<file path="src/sv/lcs_pkg.sv">
package lcs_pkg;

  localparam int unsigned MaxLeds = 16;
  localparam int unsigned PosW    = 5;
  localparam int unsigned MaskW   = 16;
  localparam int unsigned AddrW   = 11;
  localparam int unsigned TimeW   = 16;
  localparam int unsigned CfgIdxW = 3;
  localparam int unsigned CfgW    = 16;

  localparam logic [CfgIdxW-1:0] CfgBaseAddr = 3'd0;
  localparam logic [CfgIdxW-1:0] CfgPattern  = 3'd1;
  localparam logic [CfgIdxW-1:0] CfgLedCount = 3'd2;
  localparam logic [CfgIdxW-1:0] CfgTimeOn   = 3'd3;
  localparam logic [CfgIdxW-1:0] CfgTimeOff  = 3'd4;

  localparam logic [1:0] PatDot    = 2'd0;
  localparam logic [1:0] PatFill   = 2'd1;
  localparam logic [1:0] PatClear  = 2'd2;
  localparam logic [1:0] PatBounce = 2'd3;

  localparam logic ActTick    = 1'b0;
  localparam logic ActCommand = 1'b1;

  typedef struct packed {
    logic [AddrW-1:0] base_addr;
    logic [1:0]       pattern;
    logic [PosW-1:0]  led_count;
    logic [TimeW-1:0] time_on;
    logic [TimeW-1:0] time_off;
  } lcs_cfg_t;

  typedef struct packed {
    logic [MaskW-1:0] lit;
    logic [PosW-1:0]  next_pos;
    logic [PosW-1:0]  last_pos;
    logic             moving_up;
    logic             chain_fin;
    logic             active;
    logic             phase;
    logic [TimeW-1:0] ticks;
  } lcs_state_t;

  function automatic logic [MaskW-1:0] led_bit(logic [PosW-1:0] pos);
    logic [MaskW-1:0] m;
    m = '0;
    if (pos < PosW'(MaxLeds)) begin
      m[pos[3:0]] = 1'b1;
    end
    return m;
  endfunction

endpackage

</file>
<file path="src/sv/lcs_step.sv">
module lcs_step (
  input  lcs_pkg::lcs_cfg_t   cfg_i,
  input  lcs_pkg::lcs_state_t state_i,
  input  logic                action_i,
  input  logic [10:0]         address_i,
  input  logic                command_i,
  output lcs_pkg::lcs_state_t state_o
);
  import lcs_pkg::*;

  logic [PosW-1:0] n;
  lcs_state_t      st;

  always_comb begin
    if (cfg_i.led_count == '0) begin
      n = PosW'(1);
    end else if (cfg_i.led_count > PosW'(MaxLeds)) begin
      n = PosW'(MaxLeds);
    end else begin
      n = cfg_i.led_count;
    end
  end

  always_comb begin
    st = state_i;
    if (action_i == ActCommand) begin
      if (address_i == cfg_i.base_addr && st.active != command_i) begin
        if (command_i) begin
          st.active    = 1'b1;
          st.ticks     = cfg_i.time_on;
          st.phase     = 1'b0;
          st.next_pos  = '0;
          st.last_pos  = '0;
          st.chain_fin = 1'b0;
        end else begin
          st.active = 1'b0;
          st.lit    = '0;
        end
      end
    end else if (st.active) begin
      if (st.ticks <= TimeW'(1)) begin
        case (cfg_i.pattern)
          PatDot: begin
            if (st.next_pos >= n) begin
              st.next_pos = '0;
            end
            if (st.last_pos != st.next_pos) begin
              st.lit      = st.lit & ~led_bit(st.last_pos);
              st.last_pos = st.next_pos;
            end
            st.lit      = st.lit | led_bit(st.next_pos);
            st.next_pos = st.next_pos + PosW'(1);
            if (st.next_pos >= n) begin
              st.next_pos = '0;
            end
          end
          PatFill: begin
            if (!st.chain_fin) begin
              if (st.next_pos < n) begin
                st.lit = st.lit | led_bit(st.next_pos);
              end
              if (st.next_pos <= n) begin
                st.next_pos = st.next_pos + PosW'(1);
              end
              if (st.next_pos > n) begin
                st.chain_fin = 1'b1;
              end
            end else begin
              st.lit       = '0;
              st.next_pos  = '0;
              st.chain_fin = 1'b0;
            end
          end
          PatClear: begin
            if (st.next_pos < n) begin
              st.lit      = st.lit | led_bit(st.next_pos);
              st.next_pos = st.next_pos + PosW'(1);
            end else if (st.last_pos < n) begin
              st.lit      = st.lit & ~led_bit(st.last_pos);
              st.last_pos = st.last_pos + PosW'(1);
            end else begin
              st.next_pos = '0;
              st.last_pos = '0;
            end
          end
          default: begin
            if (st.next_pos >= n) begin
              st.next_pos = n - PosW'(1);
            end
            if (st.last_pos != st.next_pos) begin
              st.lit      = st.lit & ~led_bit(st.last_pos);
              st.last_pos = st.next_pos;
            end
            st.lit = st.lit | led_bit(st.next_pos);
            if (st.moving_up) begin
              st.next_pos = st.next_pos + PosW'(1);
            end else if (st.next_pos > '0) begin
              st.next_pos = st.next_pos - PosW'(1);
            end
            if (st.next_pos >= n && st.moving_up) begin
              st.next_pos  = n - PosW'(1);
              st.moving_up = 1'b0;
            end
            if (st.next_pos == '0 && !st.moving_up) begin
              st.moving_up = 1'b1;
            end
          end
        endcase
        st.ticks = st.phase ? cfg_i.time_on : cfg_i.time_off;
        st.phase = ~st.phase;
      end else begin
        st.ticks = st.ticks - TimeW'(1);
      end
    end
  end

  assign state_o = st;

endmodule

</file>
<file path="src/sv/led_chaser_sequencer_top.sv">
// Running-light sequencer for a chain of up to sixteen LEDs.
// The slave stream carries one word per event: tuser selects a 1 ms tick (0)
// or a switch command (1); tdata holds the command's address and value.
// A command for the configured base address switches the sequencer on or
// off when it changes the active state. While on, the interval timer runs
// time_on and time_off ticks in turn and each expiry steps the pattern.
// Every input word yields exactly one output word with the LED mask and
// the running flag.
// The input word is registered, then its result word is registered once the
// result register is empty or being read; each register holds one word, so a new
// word is accepted in every cycle while the result side keeps taking them.
// When the receiver stalls the result word holds and at most one further
// word is taken into the input register before tready falls.
// Reset resets the valid flags and sequencer state, holds tready low and loads the
// defaults (base address 0, single dot pattern, 16 LEDs, 500 ticks on and off).
// Configuration writes are taken at any edge with the write enable high,
// and are meant to happen only while no word is in flight.
module led_chaser_sequencer_top (
  input  logic        clk_i,
  input  logic        rst_ni,
  input  logic        s_axis_tvalid_i,
  output logic        s_axis_tready_o,
  input  logic [15:0] s_axis_tdata_i,   // [10:0] address, [11] command, [15:12] zero
  input  logic        s_axis_tuser_i,   // [0] action
  output logic        m_axis_tvalid_o,
  input  logic        m_axis_tready_i,
  output logic [23:0] m_axis_tdata_o,   // [15:0] led_mask, [16] running, [23:17] zero
  input  logic        cfg_we_i,
  input  logic [2:0]  cfg_idx_i,
  input  logic [15:0] cfg_data_i
);
  import lcs_pkg::*;

  lcs_cfg_t   cfg_q;
  lcs_state_t st_q, st_d;

  logic        en_q;
  logic        in_valid_q;
  logic        in_action_q;
  logic [10:0] in_addr_q;
  logic        in_cmd_q;
  logic        out_valid_q;
  logic [16:0] out_data_q;
  logic        advance;
  logic        in_take;

  assign advance         = in_valid_q && (!out_valid_q || m_axis_tready_i);
  assign s_axis_tready_o = en_q && (!in_valid_q || advance);
  assign in_take         = s_axis_tvalid_i && s_axis_tready_o;

  always_ff @(posedge clk_i or negedge rst_ni) begin
    if (!rst_ni) begin
      cfg_q.base_addr <= '0;
      cfg_q.pattern   <= PatDot;
      cfg_q.led_count <= PosW'(16);
      cfg_q.time_on   <= TimeW'(500);
      cfg_q.time_off  <= TimeW'(500);
    end else if (cfg_we_i) begin
      case (cfg_idx_i)
        CfgBaseAddr: cfg_q.base_addr <= cfg_data_i[AddrW-1:0];
        CfgPattern:  cfg_q.pattern   <= cfg_data_i[1:0];
        CfgLedCount: cfg_q.led_count <= cfg_data_i[PosW-1:0];
        CfgTimeOn:   cfg_q.time_on   <= cfg_data_i;
        CfgTimeOff:  cfg_q.time_off  <= cfg_data_i;
        default: begin
        end
      endcase
    end
  end

  always_ff @(posedge clk_i or negedge rst_ni) begin
    if (!rst_ni) begin
      en_q        <= 1'b0;
      in_valid_q  <= 1'b0;
      out_valid_q <= 1'b0;
    end else begin
      en_q <= 1'b1;
      if (in_take) begin
        in_valid_q <= 1'b1;
      end else if (advance) begin
        in_valid_q <= 1'b0;
      end
      if (advance) begin
        out_valid_q <= 1'b1;
      end else if (m_axis_tready_i) begin
        out_valid_q <= 1'b0;
      end
    end
  end

  always_ff @(posedge clk_i) begin
    if (in_take) begin
      in_action_q <= s_axis_tuser_i;
      in_addr_q   <= s_axis_tdata_i[10:0];
      in_cmd_q    <= s_axis_tdata_i[11];
    end
    if (advance) begin
      out_data_q <= {st_d.active, st_d.lit};
    end
  end

  always_ff @(posedge clk_i or negedge rst_ni) begin
    if (!rst_ni) begin
      st_q.lit       <= '0;
      st_q.next_pos  <= '0;
      st_q.last_pos  <= '0;
      st_q.moving_up <= 1'b1;
      st_q.chain_fin <= 1'b0;
      st_q.active    <= 1'b0;
      st_q.phase     <= 1'b0;
      st_q.ticks     <= '0;
    end else if (advance) begin
      st_q <= st_d;
    end
  end

  lcs_step u_step (
    .cfg_i     (cfg_q),
    .state_i   (st_q),
    .action_i  (in_action_q),
    .address_i (in_addr_q),
    .command_i (in_cmd_q),
    .state_o   (st_d)
  );

  assign m_axis_tvalid_o = out_valid_q;
  assign m_axis_tdata_o  = {7'b0, out_data_q};

endmodule

</file>
<file path="config.mk">
export PLATFORM = sky130hd
export DESIGN_NAME = led_chaser_sequencer_top
export DESIGN_NICKNAME = d
export VERILOG_FILES = /design/src/sv/lcs_pkg.sv /design/src/sv/lcs_step.sv /design/src/sv/led_chaser_sequencer_top.sv
export SDC_FILE = /design/constraint.sdc
export NUM_CORES = 1
export LEC_CHECK = 0
export BUFFER_PORTS_ARGS = -buffer_cell sky130_fd_sc_hd__buf_2
export CAP_MARGIN = 0
export CORE_ASPECT_RATIO = 0.8
export CORE_MARGIN = 2
export CORE_UTILIZATION = 30
export CTS_BUF_LIST = sky130_fd_sc_hd__clkbuf_2 sky130_fd_sc_hd__clkbuf_4 sky130_fd_sc_hd__clkbuf_8
export DETAILED_ROUTE_END_ITERATION = 16
export PLACE_DENSITY = 0.43
export SLEW_MARGIN = 20
export SYNTH_ARGS = -nofsm -noshare
export SYNTH_HDL_FRONTEND = slang
export SYNTH_HIERARCHICAL = 1
export SYNTH_SLANG_ARGS = --single-unit
</file>
<file path="constraint.sdc">
create_clock -name clk_i -period 4.5 [get_ports clk_i]
set_input_delay 0.45 -clock clk_i [delete_from_list [all_inputs] [get_ports clk_i]]
set_output_delay 0.45 -clock clk_i [all_outputs]
set_load 0.01 [all_outputs]
</file>
# Word level (Yosys, flattened, before mapping)
# Cells that the tools add are included.
# totals
register_bits,129
input_bits,41
output_inout_bits,26
word_cells,243
# op_classes
add_sub_neg,7
order_cmp,22
eq_ne,16
mux,128
n_bitwise,13
reduce_logical,37
# op_table
cell,n
16-bit 2-to-1 mux,53
5-bit 2-to-1 mux,35
16-bit bitwise OR,4
21-bit case mux with 3 select lines,1
28-bit 2-to-1 mux,2
26-bit 2-to-1 mux,2
17-bit 2-to-1 mux,3
16-bit AND,3
16-bit NOT,3
21-bit 2-to-1 mux,2
1-bit 2-to-1 mux,23
5-bit by 1-bit adder with 5-bit output (second input constant),4
4-bit by 5-bit < comparator with 1-bit output (second input constant),4
5-bit < comparator (second input constant),4
19-bit 2-to-1 mux,1
1-bit demux with 4-bit select,4
4-bit by 1-bit >= comparator with 1-bit output (second input constant),4
16-bit by 1-bit <= comparator with 1-bit output (second input constant),1
16-bit by 1-bit subtractor with 16-bit output (second input constant),1
5-bit >= comparator,3
5-bit case mux with 3 select lines,1
6-bit AND reduction,2
11-bit == test,1
1-bit logical AND,10
32 further kinds,52

# Depth between registers and ports, before layout
# Gate-level depths: netlist (run 1).
# logic_depth
depth_word,30
ltp_mapped,21
ltp_nobuf,19

# Cells and area by module
# Netlist (run 1), hierarchy kept.
# by_module_without_submodules
mod,n_inst,cells_each,area_per_inst_um2,seq_area_each_um2
lcs_step,1,770,4959.8,0.0
led_chaser_sequencer_top,1,257,4809.6,3395.8

# Least setup slack after synthesis (run 1)
# OpenSTA, ideal clock, no wires.
# synth_timing
path_kind,register to register
from,reg cfg_q[33] in the netlist's numbering
to,reg st_q[26] in the netlist's numbering
setup_ns,0.125
t_arrival_ns,4.422
t_required_ns,4.375
slack_ns,-0.047
path_stages_with_launch,21
path_buffers,3
period_less_slack_ns,4.547
cell_sequence,dfrtp_1 nor3_1 o21a_1 buf_2 ha_1 nand2b_1 a21o_1 a21oi_2 buf_2 buf_1 o21ai_0 ha_1 o21ai_0 ha_1 nand2_1 o21ai_1 o21ai_0 a31oi_1 nand2_1 a32o_1 mux2_2
# synth_rtl
element,line,text
from (decl),led_chaser_sequencer_top.sv:34,lcs_cfg_t cfg_q;
to (signal assigned),led_chaser_sequencer_top.sv:113,st_q <= st_d;
to (decl),led_chaser_sequencer_top.sv:35,"lcs_state_t st_q, st_d;"

==> results of run 1 <==
==> cells by family (layout without fill, tap and decap cells) <==
group                    count (synthesis)  in the layout  share of synthesized area (%)
other                                    2              8                         0.0769
adder cells (fa/ha/maj)                 43             43                           5.51
AND/OR/NAND/NOR                        311            311                           15.8
multiplexers                           127            127                           15.3
XOR/XNOR                                33             33                           3.19
AO/OA/AOI/OAI                          290            290                           20.8
flip-flops                             129            129                           34.8
buffers and inverters                   92            188                           4.47
==> metal layers <==
layer / vias up / part of all wire, % / track usage (%)
met2: 291 / 39 / 26.1
met3: 24 / 6.6 / 3.98
met5: - / 0 / 0
li1: 4074 / - / -
met1: 4270 / 53 / 31.1
met4: 0 / 1.0 / 3.92
==> sequential cells by signal (all words and copies together) (netlist names) <==
| register | flops |
|---|---|
| cfg_q | 50 |
| en_q | 1 |
| out_data_q | 17 |
| in_action_q | 1 |
| st_q | 46 |
| in_valid_q | 1 |
| in_addr_q | 11 |
| in_cmd_q | 1 |
| m_axis_tvalid_o | 1 |
==> cell usage in the layout (no fill, tap or decap), drive strengths merged, types with 24 or more instances in the layout <==
master / synthesis / final
mux2: 100 / 100
ha: 43 / 43
nand2: 103 / 103
nand3: 50 / 50
a31oi: 32 / 32
mux2i: 27 / 27
dfrtp: 85 / 85
nor3: 24 / 24
buf: 35 / 133
nor2: 57 / 57
a21oi: 52 / 52
edfxtp: 30 / 30
o21ai: 48 / 48
inv: 23 / 30
==> worst reg2reg max path: stages, from the launching register on <==
cell and delay, ns:
dfstp_2 0.54, inv_2 0.04, o21a_4 0.13, ha_1 0.29, nand2b_4 0.13, a21oi_2 0.08, buf_4 0.15, o211ai_1 0.34
inv_1 0.13, ha_2 0.23, and2_1 0.15, ha_1 0.27, inv_1 0.07, ha_4 0.29, nand2_1 0.06, nor2_2 0.15
a2111oi_4 0.08, a222oi_1 0.47, buf_4 0.18, a21boi_1 0.14, o21ai_1 0.06, mux2_2 0.27
==> layout make-up <==
class,count,share of cell area (%)
inverters,23,0.757
flip-flops and latches,129,29.8
clock inverters,15,1.72
well taps,427,4.68
repair buffers,133,7.73
multi-input cells,812,53.3
clock buffers,17,2.05
==> stage by stage <==
step                      cell area, sq um  worst slack (ns)  hold slack, ns  instances
final                                11400             0.133         -0.0102       1556
after global routing                 11400           -0.0175          0.0419       1556
after CTS                            11300            0.0699           0.114       1551
after detailed placement             10800            -0.279           0.491       1519
after global placement               10800            -0.222           0.476       1519
after floorplan                       9800            0.0120           0.154       1033
==> repair_timing <==
action	4_1_cts	5_1_grt
resized for setup	3	17
pin swaps	0	10
endpoints found under the setup margin	5	5
gates cloned	0	0
hold buffers	0	0
buffers inserted	0	5
==> power breakdown <==
part	internal [mW]	total (mW)	switching [mW]
clock network	0.566	1.13	0.563
registers	1.37	1.53	0.153
logic	0.718	1.71	0.988
total	2.66	4.36	1.70
==> how the worst max path moves through the flow <==
stage                    from  endpoint  slack (ns)  cells past startpoint
floorplan           cfg_q[33]  st_q[28]        0.01                     21
CTS                 cfg_q[33]  st_q[28]        0.07                     18
global route        cfg_q[36]  st_q[27]       -0.02                     19
finish              cfg_q[36]  st_q[27]        0.13                     21
detailed placement  cfg_q[33]  st_q[27]       -0.28                     19
global placement    cfg_q[33]  st_q[27]       -0.22                     19
==> flow_summary.toml, run 1 <==
[final_layout]
multi_input_area_sq_um = 6080
area_growth_pct = 16.8
fin_nets = 1200
antenna_cells = 0
fin_util_pct = 35.4
drive_above_1_share_pct = 29.2
n_fill_cell = 3327
ff_latch_area_sq_um = 3400

[clock_network]
insertion_delay_ns = 0.47
path_clk_slew_ns = 0.09
cts.sinks = 129
cts_tree = "done"
root_buffer = "clkbuf_8"
htree_levels = 4
cts_made_buffers = 17
cts_buffer_depth = 2

[worst_setup_path]
worstPathRequired_ns = 4.85
arrival_ns = 4.71
crit_path_end_kind = "register"
cp_max_fo = 5
reg2reg_slack_ns = 0.13
worst_setup_path_start_kind = "register"
crit_chain = "inv_2 > o21a_4 > ha_1 > nand2b_4 > a21oi_2 > buf_4 > o211ai_1 > inv_1 > ha_2 > and2_1 > ha_1 > inv_1 > ha_4 > nand2_1 > nor2_2 > a2111oi_4 > a222oi_1 > buf_4 > a21boi_1 > o21ai_1 > mux2_2"
timing.rr.start = "cfg_q[36]"
crit_path_max_incr_delay_ns = 0.54
crit_buf_inv = 5
crit_family = "compound AO/OA/AOI/OAI gates"
reg2reg_depth = 21
cpMaxStageDelayCell = "dfstp_2"
timing.rr.end = "st_q[27]"
crit_type = "register to register"

[outcome]
violations = "hold timing"
outcome = "finished, violations left"

[detailed_routing]
wl_mm = 32.4
wl_per_cell_um = 20.8
route.detailed.drc = 0
drtPass1Iterations = 5
viasPerCell = 5.56
dr.first_iter.drc_count = 893
ant_nets = 0
vias = 8659

[synthesis]
ys.flop_type = "dfrtp_1"
synthesis.area_sq_um = 9770
synth.distinct_cells = 84
ys.warnings.count = 6
synth_edf_count = 30
avgSynthCellArea_sq_um = 9.51
async_flop_share_pct = 76.7
syn_inst = 1027
synth.area.top_cells = "dfrtp_1 22%, edfxtp_1 9.2%, mux2_2 9.2%"
synth_common_cells = "103 x nand2_1, 85 x dfrtp_1, 80 x mux2_2"
ys_seq_area_share_pct = 34.8
yosys.area.top_type = "dfrtp_1"
synth_top_area_share_pct = 21.8
synth-seq-cells = 129
synth.most_common_cell = "nand2_1"

[timing]
fin_tns_setup_ns = 0
report.final.slew_viol_count = 0
clock-skew-final_ns = 0.0194
rsz0062_at_grt = "yes"
setup_viol = 0
final.period_utilization_pct = 97.1
fmax_mhz = 229
slew_headroom_pct = 34.8
holdWs_ns = -0.0102
period_minus_slack_ns = 4.37
tightest_slew_ns = 0.977
hold_violations = 2

[global_routing]
grt_use_total_pct = 19.4
grt_pass1_wl_mm = 50.2
antenna_found_initial = 0
grt_start_max_net_pins = 73
grt_pass1_vias = 8134
grt-ovfl-total = 0

[floorplanning]
die_x_um = 206
dieArea_sq_um = 34000
num_rows = 59
io_pins = 67
die_h_um = 165
core_area_sq_um = 32300
initial_core_util_pct = 30.3

[pwr]
power_mw = 4.36
p_leak_nw = 4.65
powerDensity_nw_per_um2 = 382
vdd_drop_max_v = 0.000269

[placement]
gp_congestion = 0.884
port_buffers = 55
place_hpwl_mm = 23.0

[hold_path]
hold_class = "input pin to asynchronous set/reset pin"

[flow_run]
maxCapViolations = 0
Note: power is estimated with default switching activity, not from simulation.
==> run 2: changes to the inputs <==
--- a/config.mk
+++ b/config.mk
@@ -12,6 +12,7 @@
 export CORE_UTILIZATION = 30
 export CTS_BUF_LIST = sky130_fd_sc_hd__clkbuf_2 sky130_fd_sc_hd__clkbuf_4 sky130_fd_sc_hd__clkbuf_8
 export DETAILED_ROUTE_END_ITERATION = 16
+export GPL_ROUTABILITY_DRIVEN = 0
 export PLACE_DENSITY = 0.43
 export SLEW_MARGIN = 20
 export SYNTH_ARGS = -nofsm -noshare
==> constraint.sdc (replaced) <==
create_clock -name clk_i -period 4.5 [get_ports clk_i]
set_input_delay 1.35 -clock clk_i [delete_from_list [all_inputs] [get_ports clk_i]]
set_output_delay 1.35 -clock clk_i [all_outputs]
set_load 0.01 [all_outputs]
==> flow_summary.toml, run 2 (synthesized netlist as in run 1, its figures left out) <==
[outcome]
outcome = "finished clean"

[detailed_routing]
ant_nets = 0
vias = 8642
drtPass1Iterations = 7
route.detailed.drc = 0
wl_mm = 32.4
wl_per_cell_um = 20.8
dr.first_iter.drc_count = 662
viasPerCell = 5.55

[floorplanning]
die_x_um = 206
num_rows = 59
die_h_um = 165
core_area_sq_um = 32300
dieArea_sq_um = 34000
io_pins = 67
initial_core_util_pct = 30.3

[worst_setup_path]
crit_type = "register to register"
crit_chain = "nor3_2 > o21a_2 > inv_1 > ha_1 > buf_4 > a211oi_1 > buf_4 > nor3_1 > a211oi_2 > o22ai_1 > ha_1 > a21o_1 > a31oi_2 > o21ai_4 > a311oi_1 > a21oi_1 > nor2_1 > o21ai_0 > a32o_1 > mux2_2"
crit_buf_inv = 3
arrival_ns = 4.62
crit_path_end_kind = "register"
cpMaxStageDelayCell = "dfrtp_1"
crit_path_max_incr_delay_ns = 0.40
cp_max_fo = 8
crit_family = "compound AO/OA/AOI/OAI gates"
worst_setup_path_start_kind = "register"
worstPathRequired_ns = 4.86

[timing]
final.period_utilization_pct = 94.7
worst_slack_ns = 0.238
fin_tns_setup_ns = 0
period_minus_slack_ns = 4.26
clock-skew-final_ns = 0.0254
report.final.slew_viol_count = 0
hold_violations = 0
tightest_slew_ns = 1.11
holdWs_ns = 0.505
fmax_mhz = 235
setup_viol = 0
slew_headroom_pct = 25.8

[final_layout]
drive_above_1_share_pct = 29.2
fin_util_pct = 35.4
largest-register = "cfg_q"
stdcell_count = 1558
antenna_cells = 0
area_growth_pct = 16.9
mostFrequentLayoutCell = "nand2_1"
reg_top3 = "cfg_q (50), st_q (46), out_data_q (17)"
most-common-layout-cells = "101 x nand2_1, 85 x dfrtp_1, 80 x mux2_2"
largest_reg_flops = 50
fin_nets = 1202

[placement]
dp.cells = 1525
place_ws_ns = -0.259
place_hpwl_mm = 23.0
port_buffers = 55

[pwr]
powerDensity_nw_per_um2 = 381
vdd_drop_max_v = 0.000219
internal_power_mw = 2.58
p_sw_mw = 1.77
p_leak_nw = 4.67
seq_power_share_pct = 35.2
clkPwrFrac_pct = 25.4
p_sw_share_pct = 40.7
combPwrFrac_pct = 39.4

[clock_network]
cts_made_buffers = 17
cts_buffer_depth = 2
htree_levels = 4
root_buffer = "clkbuf_8"
path_clk_slew_ns = 0.10
cts.sinks = 129
cts_tree = "done"
insertion_delay_ns = 0.47

[global_routing]
antenna_found_initial = 1
grt-ovfl-total = 0
grt_start_max_net_pins = 63
grt_pass1_vias = 8296
grt_pass1_wl_mm = 50.7
grt_use_total_pct = 19.6

[flow_run]
maxCapViolations = 0

[hold_path]
hold_class = "register to register"
## run 2: cell count changes in the layout (fill, tap and decap cells not counted), sizes merged
cell	before	now
buf	133	135
clkinv	3	5
bufinv	3	1
## run 2: final timing paths
kind | end | cells after the start | slack, ns | start
worst min-delay path | cfg_q[3] | 1 | 0.50 | cfg_q[3]
worst min register to register | cfg_q[3] | 1 | 0.50 | cfg_q[3]
min in group asynchronous | cfg_q[46] | 1 | 1.00 | rst_ni
worst max register to register | st_q[28] | 20 | 0.24 | cfg_q[33]
worst max-delay path | st_q[28] | 20 | 0.24 | cfg_q[33]
max in group asynchronous | cfg_q[2] | 2 | 2.69 | rst_ni
## run 2: through the flow
step	cell area [sq um]	power [mW]
6_report	11400	4.35
5_1_grt	11400	4.63
2_1_floorplan	9800	2.60
3_5_place_dp	10900	3.19
3_3_place_gp	10900	3.19
4_1_cts	11300	4.32
## run 2: metal layers
layer  vias up  global-route usage (%)  part of all wire (%)
li1       4088                       -                     -
met1      4276                    31.0                    54
met2       251                    27.0                    39
met3        27                    3.91                   5.7
met4         0                    3.60                  0.89
met5         -                   0.298                     0
## run 2: final cells by class
class                   instances  area (sq um)
clock buffers                  17           234
clock inverters                15           190
fillers                      3280         20800
inverters                      23          86.3
multi-input cells             812          6080
flip-flops and latches        129          3400
well taps                     427           534
repair buffers                135           907
## run 2: timing repair
action,in CTS,in global routing
setup buffers,0,1
endpoints found under the setup margin,5,6
resized for setup,3,14
hold buffers,0,0
pin swaps,0,5
## run 2: power by group through the flow
| stage | combinational [mW] | sequential (mW) | clock, mW |
|---|---|---|---|
| 3_3_place_gp | 1.64 | 1.55 | 0 |
| 3_5_place_dp | 1.64 | 1.55 | 0 |
| 6_report | 1.71 | 1.53 | 1.10 |
| 4_1_cts | 1.65 | 1.53 | 1.14 |
| 2_1_floorplan | 1.09 | 1.51 | 0 |
| 5_1_grt | 1.87 | 1.56 | 1.19 |
## run 2: worst reg2reg max path, stage by stage (launching register included)
cell and delay (ns):
dfrtp_1 0.40, nor3_2 0.23, o21a_2 0.23, inv_1 0.09, ha_1 0.23, buf_4 0.16
a211oi_1 0.23, buf_4 0.20, nor3_1 0.06, a211oi_2 0.29, o22ai_1 0.16, ha_1 0.32
a21o_1 0.17, a31oi_2 0.19, o21ai_4 0.12, a311oi_1 0.23, a21oi_1 0.06, nor2_1 0.13
o21ai_0 0.13, a32o_1 0.29, mux2_2 0.25
